## src/design/mari_div.sv

```systemverilog
// iterative restoring divider, 64-bit dividend by 33-bit divisor, one bit a cycle
// depends on nothing; quotient saturates to 32 bits
`timescale 1ns / 1ps

module mari_div (
    input  logic        i_clk,
    input  logic        i_rst_n,
    input  logic        i_start,
    input  logic [63:0] i_num,
    input  logic [32:0] i_den,
    output logic        o_done,
    output logic [31:0] o_quo
);
    logic [63:0] r_quo;
    logic [32:0] r_rem;
    logic [63:0] r_num;
    logic [32:0] r_den;
    logic [6:0]  r_cnt;
    logic        r_busy;
    logic [33:0] w_shift;
    logic [34:0] w_diff;

    assign w_shift = {r_rem, r_num[63]};
    assign w_diff  = {1'b0, w_shift} - {2'b00, r_den};

    always_ff @(posedge i_clk) begin
        if (!i_rst_n) begin
            r_busy <= 1'b0;
            o_done <= 1'b0;
            r_cnt  <= '0;
        end else if (i_start) begin
            r_busy <= 1'b1;
            o_done <= 1'b0;
            r_num  <= i_num;
            r_den  <= i_den;
            r_rem  <= '0;
            r_quo  <= '0;
            r_cnt  <= '0;
        end else if (r_busy) begin
            r_num <= {r_num[62:0], 1'b0};
            // remainder stays below the divisor, so 33 bits hold it
            if (!w_diff[34]) begin
                r_rem <= w_diff[32:0];
                r_quo <= {r_quo[62:0], 1'b1};
            end else begin
                r_rem <= w_shift[32:0];
                r_quo <= {r_quo[62:0], 1'b0};
            end
            r_cnt  <= r_cnt + 7'd1;
            r_busy <= (r_cnt != 7'd63);
            o_done <= (r_cnt == 7'd63);
        end else begin
            o_done <= 1'b0;
        end
    end

    assign o_quo = (|r_quo[63:32]) ? 32'hFFFF_FFFF : r_quo[31:0];
endmodule

```

## config.mk

```make
export PLATFORM = sky130hd
export DESIGN_NAME = mari_div
export DESIGN_NICKNAME = d
export VERILOG_FILES = /design/src/design/mari_div.sv
export SDC_FILE = /design/constraint.sdc
export NUM_CORES = 1
export LEC_CHECK = 0
export ABC_CLOCK_PERIOD_IN_PS = 7600
export CORE_ASPECT_RATIO = 1.4
export CORE_MARGIN = 2
export CORE_UTILIZATION = 40
export CTS_CLUSTER_SIZE = 12
export DETAILED_ROUTE_END_ITERATION = 10
export DONT_BUFFER_PORTS = 1
export HOLD_SLACK_MARGIN = 0.1
export PLACE_DENSITY = 0.61
export SETUP_SLACK_MARGIN = 0.1
export SLEW_MARGIN = 25
export SYNTH_ARGS = -nofsm -noshare
export SYNTH_HDL_FRONTEND = slang
export SYNTH_SLANG_ARGS = --single-unit
```

## constraint.sdc

```tcl
create_clock -name i_clk -period 7.6 [get_ports i_clk]
set_input_delay 1.9 -clock i_clk [delete_from_list [all_inputs] [get_ports i_clk]]
set_output_delay 1.9 -clock i_clk [all_outputs]
set_load 0.05 [all_outputs]
```

==> results of run 1 <==
-- power by group through the flow --
stage	registers, mW	clock network, mW	logic (mW)
5_1_grt	1.37	1.10	0.462
3_5_place_dp	1.38	0	0.414
2_1_floorplan	1.38	0	0.355
3_3_place_gp	1.38	0	0.411
4_1_cts	1.36	1.06	0.417
6_report	1.36	1.02	0.410
-- cell usage in the layout (no fill, tap or decap), drive strengths merged, types with 4 or more instances in the layout --
master / n
a21boi: 5
a21o: 12
a21oi: 33
and2: 4
and3: 4
buf: 4
clkbuf: 28
clkinv: 8
dfxtp: 9
edfxtp: 194
ha: 34
inv: 45
mux2: 63
mux2i: 27
nand2: 27
nand2b: 4
nand3: 8
nand4: 6
nor2: 52
nor2b: 71
nor3: 7
nor4: 12
o211ai: 5
o21a: 5
o21ai: 19
or3: 35
xnor2: 19
xor2: 13
-- stage by stage --
step           hold WS, ns  instances  power [mW]  util [%]  setup slack (ns)
2_1_floorplan        0.458        778        1.73         -             0.999
3_3_place_gp         0.472       1062        1.79      41.8              3.42
3_5_place_dp         0.486       1062        1.80      41.8              3.30
4_1_cts              0.495       1101        2.83      44.5              2.73
5_1_grt              0.510       1103        2.93      44.6              2.58
6_report             0.484       1105        2.79      44.6              2.82
-- registers in the layout, summed over array words and instances (netlist names) --
register  flops
r_num        64
r_quo        64
r_den        33
r_rem        33
r_cnt         7
o_done        1
r_busy        1
-- per-layer routing --
metal	track usage (%)	vias up	wire length [microns]
met5	0	-	41
met1	17.7	2837	7990
met4	4.04	6	350
li1	-	2845	-
met3	5.46	31	1580
met2	24.2	128	9240
-- layout make-up --
class                           count  share of cell area (%)
Tap cell                          315                    3.58
Timing Repair Buffer                4                   0.341
Clock inverter                     11                   0.762
Clock buffer                       28                    5.40
Multi-Input combinational cell    498                    33.8
Sequential cell                   203                    54.6
Antenna cell                        3                  0.0682
Inverter                           43                    1.47
-- worst min-delay path by stage --
stage	startpoint	end	slack, ns
floorplan	r_cnt[5]	r_cnt[5]	0.46
detailed placement	r_cnt[5]	r_cnt[5]	0.49
CTS	r_cnt[5]	r_cnt[5]	0.49
finish	r_cnt[5]	r_cnt[5]	0.48
global route	r_cnt[5]	r_cnt[5]	0.51
global placement	r_cnt[5]	r_cnt[5]	0.47
-- worst max-delay path, stage by stage (launching register included) --
cell,delay [ns]
edfxtp_1,0.39
nor4_1,0.34
nand4_1,0.78
or3_1,0.86
-- cells by family (layout without fill, tap and decap cells) --
logic type	after synthesis	count (layout)
and+or+nand+nor	237	237
DFF	203	203
AOI/OAI and AO/OA	104	104
muxes	90	90
buffers and inverters	77	86
adders and majority gates	35	35
xor gates and xnor gates	32	32
other	0	3
==> flow_summary.toml, run 1 <==
[power_and_ir_drop]
intPower_mw = 2.10
power-per-cell-area_nw_per_um2 = 254
swShare_pct = 24.8
comb_power_share_pct = 14.7
switching_power_mw = 0.691
p_clk_share_pct = 36.6
sequentialPowerShare_pct = 48.7
power.static_leakage_nw = 3.94
vdd.ir_drop.worst_mv = 0.183

[synth]
synthTopCellsByArea = "edfxtp_1 (58%), mux2_2 (7.1%), nor2b_1 (4.4%)"
netlist_instances = 778
avgSynthCellArea_sq_um = 12.9
synth_edf_count = 194
seq_area_frac_synth_pct = 59.9
synthTopCellsByCount = "edfxtp_1 (194), nor2b_1 (71), mux2_2 (63)"
yosys.cell_types.count = 56
synth_top_family_by_area = "simple AND/OR/NAND/NOR gates"
syn_nets = 913
ys_warn_count = 0
muxShareOfSynthArea_pct = 9.77
synthSimpleGateAreaFrac_pct = 12.8
synthAdderAreaFrac_pct = 4.44
synth_most_common_cell = "edfxtp_1"
synth_ff_type = "edfxtp_1"
synth-compound-area-share_pct = 7.24
synthXorXnorAreaFrac_pct = 2.79
synth_area_sq_um = 10000
synth_top_area_cell = "edfxtp_1"
ys_async_sr_fraction_pct = 0
synth-seq-cells = 203
synth_top_area_share_pct = 58.1

[global_route]
grt_max_degree = 165
antenna_found_initial = 7
grt_pass1_wl_microns = 30400
track_usage_pct = 14.6
grt_pass1_vias = 5942
grt_remaining_overflow = 0

[sta]
period_needed_ns = 4.78
setup_viol = 0
hold_viol = 0
setup-tns-final_ns = 0
skew_ns = 0.0114
grt_setup_unrepaired = "false"
period_share_pct = 62.9
drv_slew = 0
maxSlewHeadroom_pct = 38.3
tightest_slew_ns = 0.923
timing.fmax_mhz = 209

[setup_path]
reg2reg_to = "r_rem[29]"
worst-setup-path-type = "reg -> out"
cp-endpoint = "o_quo[26]"
crit_required_ns = 5.70
arrival_ns = 2.88
worstSetupStartpointType = "flip-flop"
worst_r2r_path_depth = 14
r2r_slack_ns = 3.94
worstPathMaxFanout = 32
end_kind = "output port"
critPathLaunch = "r_quo[38]"
r2r_start = "r_num[63]"

[final_layout]
areaGrowthSynthToFinish_pct = 9.72
design_area_sq_um = 11000
fillers = 2282
seq_area_sq_um = 6010
nNetsFinal = 908
final_layout_size_suffix_gt1_share_pct = 13.9
multi_input_area_sq_um = 3720

[clocking]
clock_path_buffers = 3
cts_buffers = 23
clock_latency_ns = 0.51
clockRootBuffer = "clkbuf_16"
cts_max_level = 1
cts_tree = "built"
hold_buffers = 0
cts_sinks = 203
cts_resized = 0
post_cts_buffers = 0
clk_pin_slew_ns = 0.06

[place]
post-dp-hpwl_microns = 12400
io_buffers = 0
place_congestion = 0.824
placed_cell_area_sq_um = 10300

[drt]
dr.pass1.iters = 4
ant_nets = 0
vias = 5847
drc = 0
post_drt_wl_per_cell_microns = 17.4
viasPerCell = 5.29
drt_iter0_markers = 237
drt_wl_total_microns = 19200

[run]
maxCapViolCount = 0

[floorplan]
rows = 68
core_area_sq_um = 24700
fp.dieW_microns = 138
die_area_sq_um = 26400
fp.dieH_microns = 191
ios = 133
initial_utilization_pct = 40.6

[hold_path]
hold_depth = 2
hp-class = "reg -> reg"

[run_status]
status = "finished, final reports clean"
No activity file was read; power rests on OpenSTA's default activity.
==> run 2, diff against run 1 <==
- ABC_CLOCK_PERIOD_IN_PS: 7600 -> 5000
- clock period: 7.6 -> 5 ns (I/O delays scaled with it)
==> flow_summary.toml, run 2 (synthesis results as in run 1) <==
[clocking]
hold_buffers = 0
cts_max_level = 1
cts_sinks = 203
clock_latency_ns = 0.50
post_cts_buffers = 0
clk_pin_slew_ns = 0.06
cts_resized = 0
cts_buffers = 23
cts_tree = "built"
clockRootBuffer = "clkbuf_16"
clock_path_buffers = 3

[sta]
whs_ns = 0.488
tightest_slew_ns = 0.866
setup-tns-final_ns = 0
grt_setup_unrepaired = "false"
period_share_pct = 70.3
skew_ns = 0.0123
drv_slew = 0
maxSlewHeadroom_pct = 42.3
timing.fmax_mhz = 284
setup_viol = 0
hold_viol = 0
period_needed_ns = 3.52

[floorplan]
core_area_sq_um = 24700
rows = 68
fp.dieH_microns = 191
initial_utilization_pct = 40.6
fp.dieW_microns = 138
die_area_sq_um = 26400
ios = 133

[final_layout]
design_area_sq_um = 11000
mostFrequentLayoutCells = "edfxtp_1 (194), nor2b_1 (71), mux2_2 (63)"
nNetsFinal = 908
areaGrowthSynthToFinish_pct = 9.86
reg.largest.list = "r_num x64, r_quo x64"
post-route-util_pct = 44.7
final_layout_size_suffix_gt1_share_pct = 13.8
final_common_cell = "edfxtp_1"

[hold_path]
min_from = "r_cnt[5]"
hp-class = "reg -> reg"

[run_status]
status = "finished, final reports clean"

[place]
placed_cell_area_sq_um = 10300
place_congestion = 0.813
io_buffers = 0
post-dp-hpwl_microns = 12600

[setup_path]
worstPathMaxFanout = 37
end_kind = "flip-flop"
crit_slowest_cell = "buf_4"
cp_num_buf_inv = 3
crit_required_ns = 5.25
worstSetupStartpointType = "flip-flop"
worst-setup-path-type = "reg -> reg"
cpPeakStageDelay_ns = 0.53
critPathLaunch = "r_num[63]"
crit_chain = "inv_1 -> ha_1 -> inv_1 -> fa_1 -> a21oi_1 -> nor2_1 -> o2111ai_2 -> a21oi_2 -> o21ba_1 -> o22a_4 -> a2111oi_4 -> buf_4 -> nor2_1 -> a22o_1"
path_delay_family = "compound AO/OA/AOI/OAI gates"
arrival_ns = 3.77
r2r_start = "r_num[63]"

[drt]
post_drt_wl_per_cell_microns = 17.8
top_layer = "met5"
drc = 0
dr_wl_met2_microns = 9760
viasPerCell = 5.30
dr.pass1.iters = 4
vias = 5845
met3WireLength_microns = 1480
drt-met1-wl_microns = 7940
drt_iter0_markers = 241
drt_wl_total_microns = 19600
ant_nets = 0

[power_and_ir_drop]
power.static_leakage_nw = 3.94
vdd.ir_drop.worst_mv = 0.294
p_total_mw = 4.28
power-per-cell-area_nw_per_um2 = 388

[global_route]
antenna_found_initial = 8
grt_max_degree = 165
track_usage_pct = 14.9
grt_pass1_vias = 6120
grt_pass1_wl_microns = 31200
grt_remaining_overflow = 0

[run]
maxCapViolCount = 0
==> run 2: worst paths after layout <==
kind / to / slack (ns) / cells after the start
worst min register to register: r_cnt[5] / 0.49 / 2
worst min-delay path: r_cnt[5] / 0.49 / 2
worst max register to register: r_rem[25] / 1.48 / 14
worst max-delay path: r_rem[25] / 1.48 / 14
==> run 2: layer usage <==
| metal | GRT usage (%) | up-vias |
|---|---|---|
| met5 | 0 | - |
| met4 | 4.00 | 8 |
| met3 | 5.36 | 35 |
| met2 | 26.0 | 129 |
| met1 | 17.1 | 2834 |
| li1 | - | 2839 |
==> run 2: area by class of cell <==
type                            count  area [sq um]
Tap cell                          315           394
Timing Repair Buffer                4          42.5
Fill cell                        2314         13700
Clock buffer                       25           583
Clock inverter                     12           106
Inverter                           43           161
Multi-Input combinational cell    498          3720
Sequential cell                   203          6010
Antenna cell                        2          5.00
==> run 2: power by group <==
group / switching [mW] / total (mW) / internal, mW
Sequential: 0.0502 / 2.07 / 2.02
Combinational: 0.343 / 0.625 / 0.282
Clock: 0.649 / 1.58 / 0.933
==> run 2: metrics by stage <==
stage | setup WS [ns] | std cells
floorplan | 0.707 | 778
global placement | 1.57 | 1063
detailed placement | 1.49 | 1063
CTS | 1.45 | 1100
global route | 1.18 | 1101
finish | 1.48 | 1102
==> run 2: worst reg2reg max path, stage by stage (launching register included) <==
cell       delay (ns)
edfxtp_1         0.36
inv_1            0.08
ha_1             0.15
inv_1            0.05
fa_1             0.40
a21oi_1          0.19
nor2_1           0.10
o2111ai_2        0.24
a21oi_2          0.10
o21ba_1          0.18
o22a_4           0.21
a2111oi_4        0.28
buf_4            0.53
nor2_1           0.16
a22o_1           0.24
==> run 3, diff against run 2 <==
- ABC_AREA: default -> 1
- ABC_CLOCK_PERIOD_IN_PS: 5000 -> 2900
- PLACE_DENSITY: 0.61 -> 0.63
- clock period: 5 -> 2.9 ns (I/O delays scaled with it)
==> flow_summary.toml, run 3 <==
[synth]
syn_nets = 1518
synth-seq-cells = 203
seq_area_frac_synth_pct = 53.5
synth_most_common_cell = "nand2_1"
yosys.cell_types.count = 38
synth_edf_count = 194
synthTopCellsByCount = "nand2_1 (550), inv_1 (249), edfxtp_1 (194)"
netlist_instances = 1383
avgSynthCellArea_sq_um = 8.12
synth_area_sq_um = 11200
synth_top_area_share_pct = 51.9
ys_async_sr_fraction_pct = 0
ys_warn_count = 0
synthTopCellsByArea = "edfxtp_1 (52%), nand2_1 (18%), inv_1 (8.3%)"
synth_ff_type = "edfxtp_1"
synth_top_area_cell = "edfxtp_1"

[clocking]
cts_sinks = 203
cts_max_level = 1
cts_buffers = 22
clock_latency_ns = 0.51
cts_tree = "built"
clockRootBuffer = "clkbuf_16"
clock_path_buffers = 3
hold_buffers = 0
clk_pin_slew_ns = 0.06

[final_layout]
nNetsFinal = 1552
final_layout_size_suffix_gt1_share_pct = 9.38
fillers = 2726
final_cell_count_no_fill = 1801
reg.largest.list = "r_num x64, r_quo x64"
post-route-util_pct = 46.6
mostFrequentLayoutCells = "nand2_1 (533), inv_1 (246), edfxtp_1 (194)"
areaGrowthSynthToFinish_pct = 14.8
final_common_cell = "nand2_1"

[floorplan]
core_area_sq_um = 27700
fp.dieW_microns = 146
ios = 133
fp.dieH_microns = 202
initial_utilization_pct = 40.6
die_area_sq_um = 29400
rows = 72

[power_and_ir_drop]
power.static_leakage_nw = 6.20
switching_power_mw = 2.15
p_total_mw = 7.74
swShare_pct = 27.7
intPower_mw = 5.59
comb_power_share_pct = 18.5
p_clk_share_pct = 35.6
vdd.ir_drop.worst_mv = 0.552
power-per-cell-area_nw_per_um2 = 601
sequentialPowerShare_pct = 45.9

[sta]
timing.fmax_mhz = 351
whs_ns = 0.309
hold_viol = 0
grt_setup_unrepaired = "true"
period_share_pct = 98.2
setup_viol = 0
period_needed_ns = 2.85
maxSlewHeadroom_pct = 53.0
skew_ns = 0.00999
drv_slew = 0
tightest_slew_ns = 0.701
finalWorstSetupSlack_ns = 0.0511

[global_route]
grt_max_degree = 131
track_usage_pct = 17.2
grt_pass1_wl_microns = 41000
antenna_found_initial = 5
grt_pass1_vias = 8175
grt_remaining_overflow = 0

[drt]
drc = 0
vias = 8397
drt_wl_total_microns = 26100
viasPerCell = 4.66
post_drt_wl_per_cell_microns = 14.5
dr.pass1.iters = 4
ant_nets = 0
drt_iter0_markers = 428

[run]
maxCapViolCount = 0

[setup_path]
end_kind = "output port"
worst-setup-path-type = "reg -> out"
worst_r2r_path_depth = 13
crit_required_ns = 2.17
r2r_start = "r_num[63]"
critPathLaunch = "r_quo[59]"
r2r_slack_ns = 0.33
cp-endpoint = "o_quo[10]"
worstSetupStartpointType = "flip-flop"
reg2reg_to = "r_rem[18]"
worstPathMaxFanout = 8
arrival_ns = 2.12

[place]
dp_worst_setup_slack_ns = 0.212
dp_cells = 1760
place_congestion = 0.885
post-dp-hpwl_microns = 18600
io_buffers = 0

[run_status]
status = "finished, final reports clean"

[hold_path]
hp-class = "in -> reg"
[run 3: changes by cell type after synthesis, moves of 13 or more]
cell	change
nor2b_1	-71
or3_1	-35
nand2_1	+523
nand3b_1	+18
nor2_1	+101
xnor2_1	-17
o21ai_0	-14
nand3_1	+25
nor2_2	+13
mux2i_1	-27
inv_1	+207
mux2_2	-63
[run 3: cell type report]
class | count | area (sq um) | share of cell area [%]
tap | 370 | 463 | 3.59
timing repair buffer | 43 | 543 | 4.22
antenna | 2 | 5.00 | 0.0388
multi-input combinational | 891 | 4200 | 32.6
sequential | 203 | 6010 | 46.6
inverter | 256 | 978 | 7.60
clock inverter | 6 | 80.1 | 0.622
clock buffer | 30 | 612 | 4.75
[run 3: power by group through the flow]
| stage | registers (mW) | clock network (mW) | logic (mW) |
|---|---|---|---|
| 2_1_floorplan | 3.60 | 0 | 1.13 |
| 3_3_place_gp | 3.60 | 0 | 1.42 |
| 3_5_place_dp | 3.61 | 0 | 1.43 |
| 4_1_cts | 3.55 | 2.84 | 1.44 |
| 5_1_grt | 3.57 | 2.94 | 1.64 |
| 6_report | 3.55 | 2.76 | 1.43 |
[run 3: cell families (layout without fill, tap and decap cells)]
family | after synthesis | count (layout) | synth area share [%]
buf+inv | 289 | 335 | 10.0
compound gates | 28 | 28 | 1.45
simple gates | 812 | 812 | 29.8
other cells | 0 | 2 | 0
xor+xnor | 16 | 16 | 1.25
fa+ha+maj | 35 | 35 | 3.97
flops | 203 | 203 | 53.5
[run 3: critical path, stage by stage, from the launching register on]
cell and delay [ns]:
edfxtp_1 0.37, inv_1 0.08, nand4_1 0.14, nor4_2 0.30, and3_4 0.32, clkbuf_16 0.19
nand2_2 0.06, buf_6 0.15
[run 3: through the flow]
stage | instance area, sq um | setup TNS [ns]
6_report | 12900 | 0
2_1_floorplan | 11300 | -184.25
3_3_place_gp | 11900 | 0
3_5_place_dp | 11900 | 0
4_1_cts | 12600 | 0
5_1_grt | 12900 | -0.817
[run 3: routing by layer]
| layer | vias to the layer above | global-route usage (%) | wire length [microns] |
|---|---|---|---|
| met4 | 6 | 4.73 | 662 |
| met3 | 53 | 3.88 | 1710 |
| met2 | 212 | 31.5 | 13300 |
| met1 | 3811 | 20.2 | 10400 |
| li1 | 4315 | - | - |
| met5 | - | 0 | 39 |
[run 3: worst min path at each step]
stage | endpoint | slack, ns | from | depth (start not counted)
floorplan | o_done | 0.42 | r_cnt[6] | 1
global placement | o_done | 0.45 | r_cnt[6] | 1
detailed placement | o_done | 0.46 | r_cnt[6] | 1
CTS | r_den[11] | 0.29 | i_den[11] | 0
global route | r_den[11] | 0.29 | i_den[11] | 0
finish | r_den[11] | 0.31 | i_den[11] | 0
[run 3: timing repair]
item	4_1_cts	5_1_grt
cloned	0	3
endpoints found under the setup margin	32	41
buffers inserted	0	0
resized for setup	1	62
pin swaps	1	2
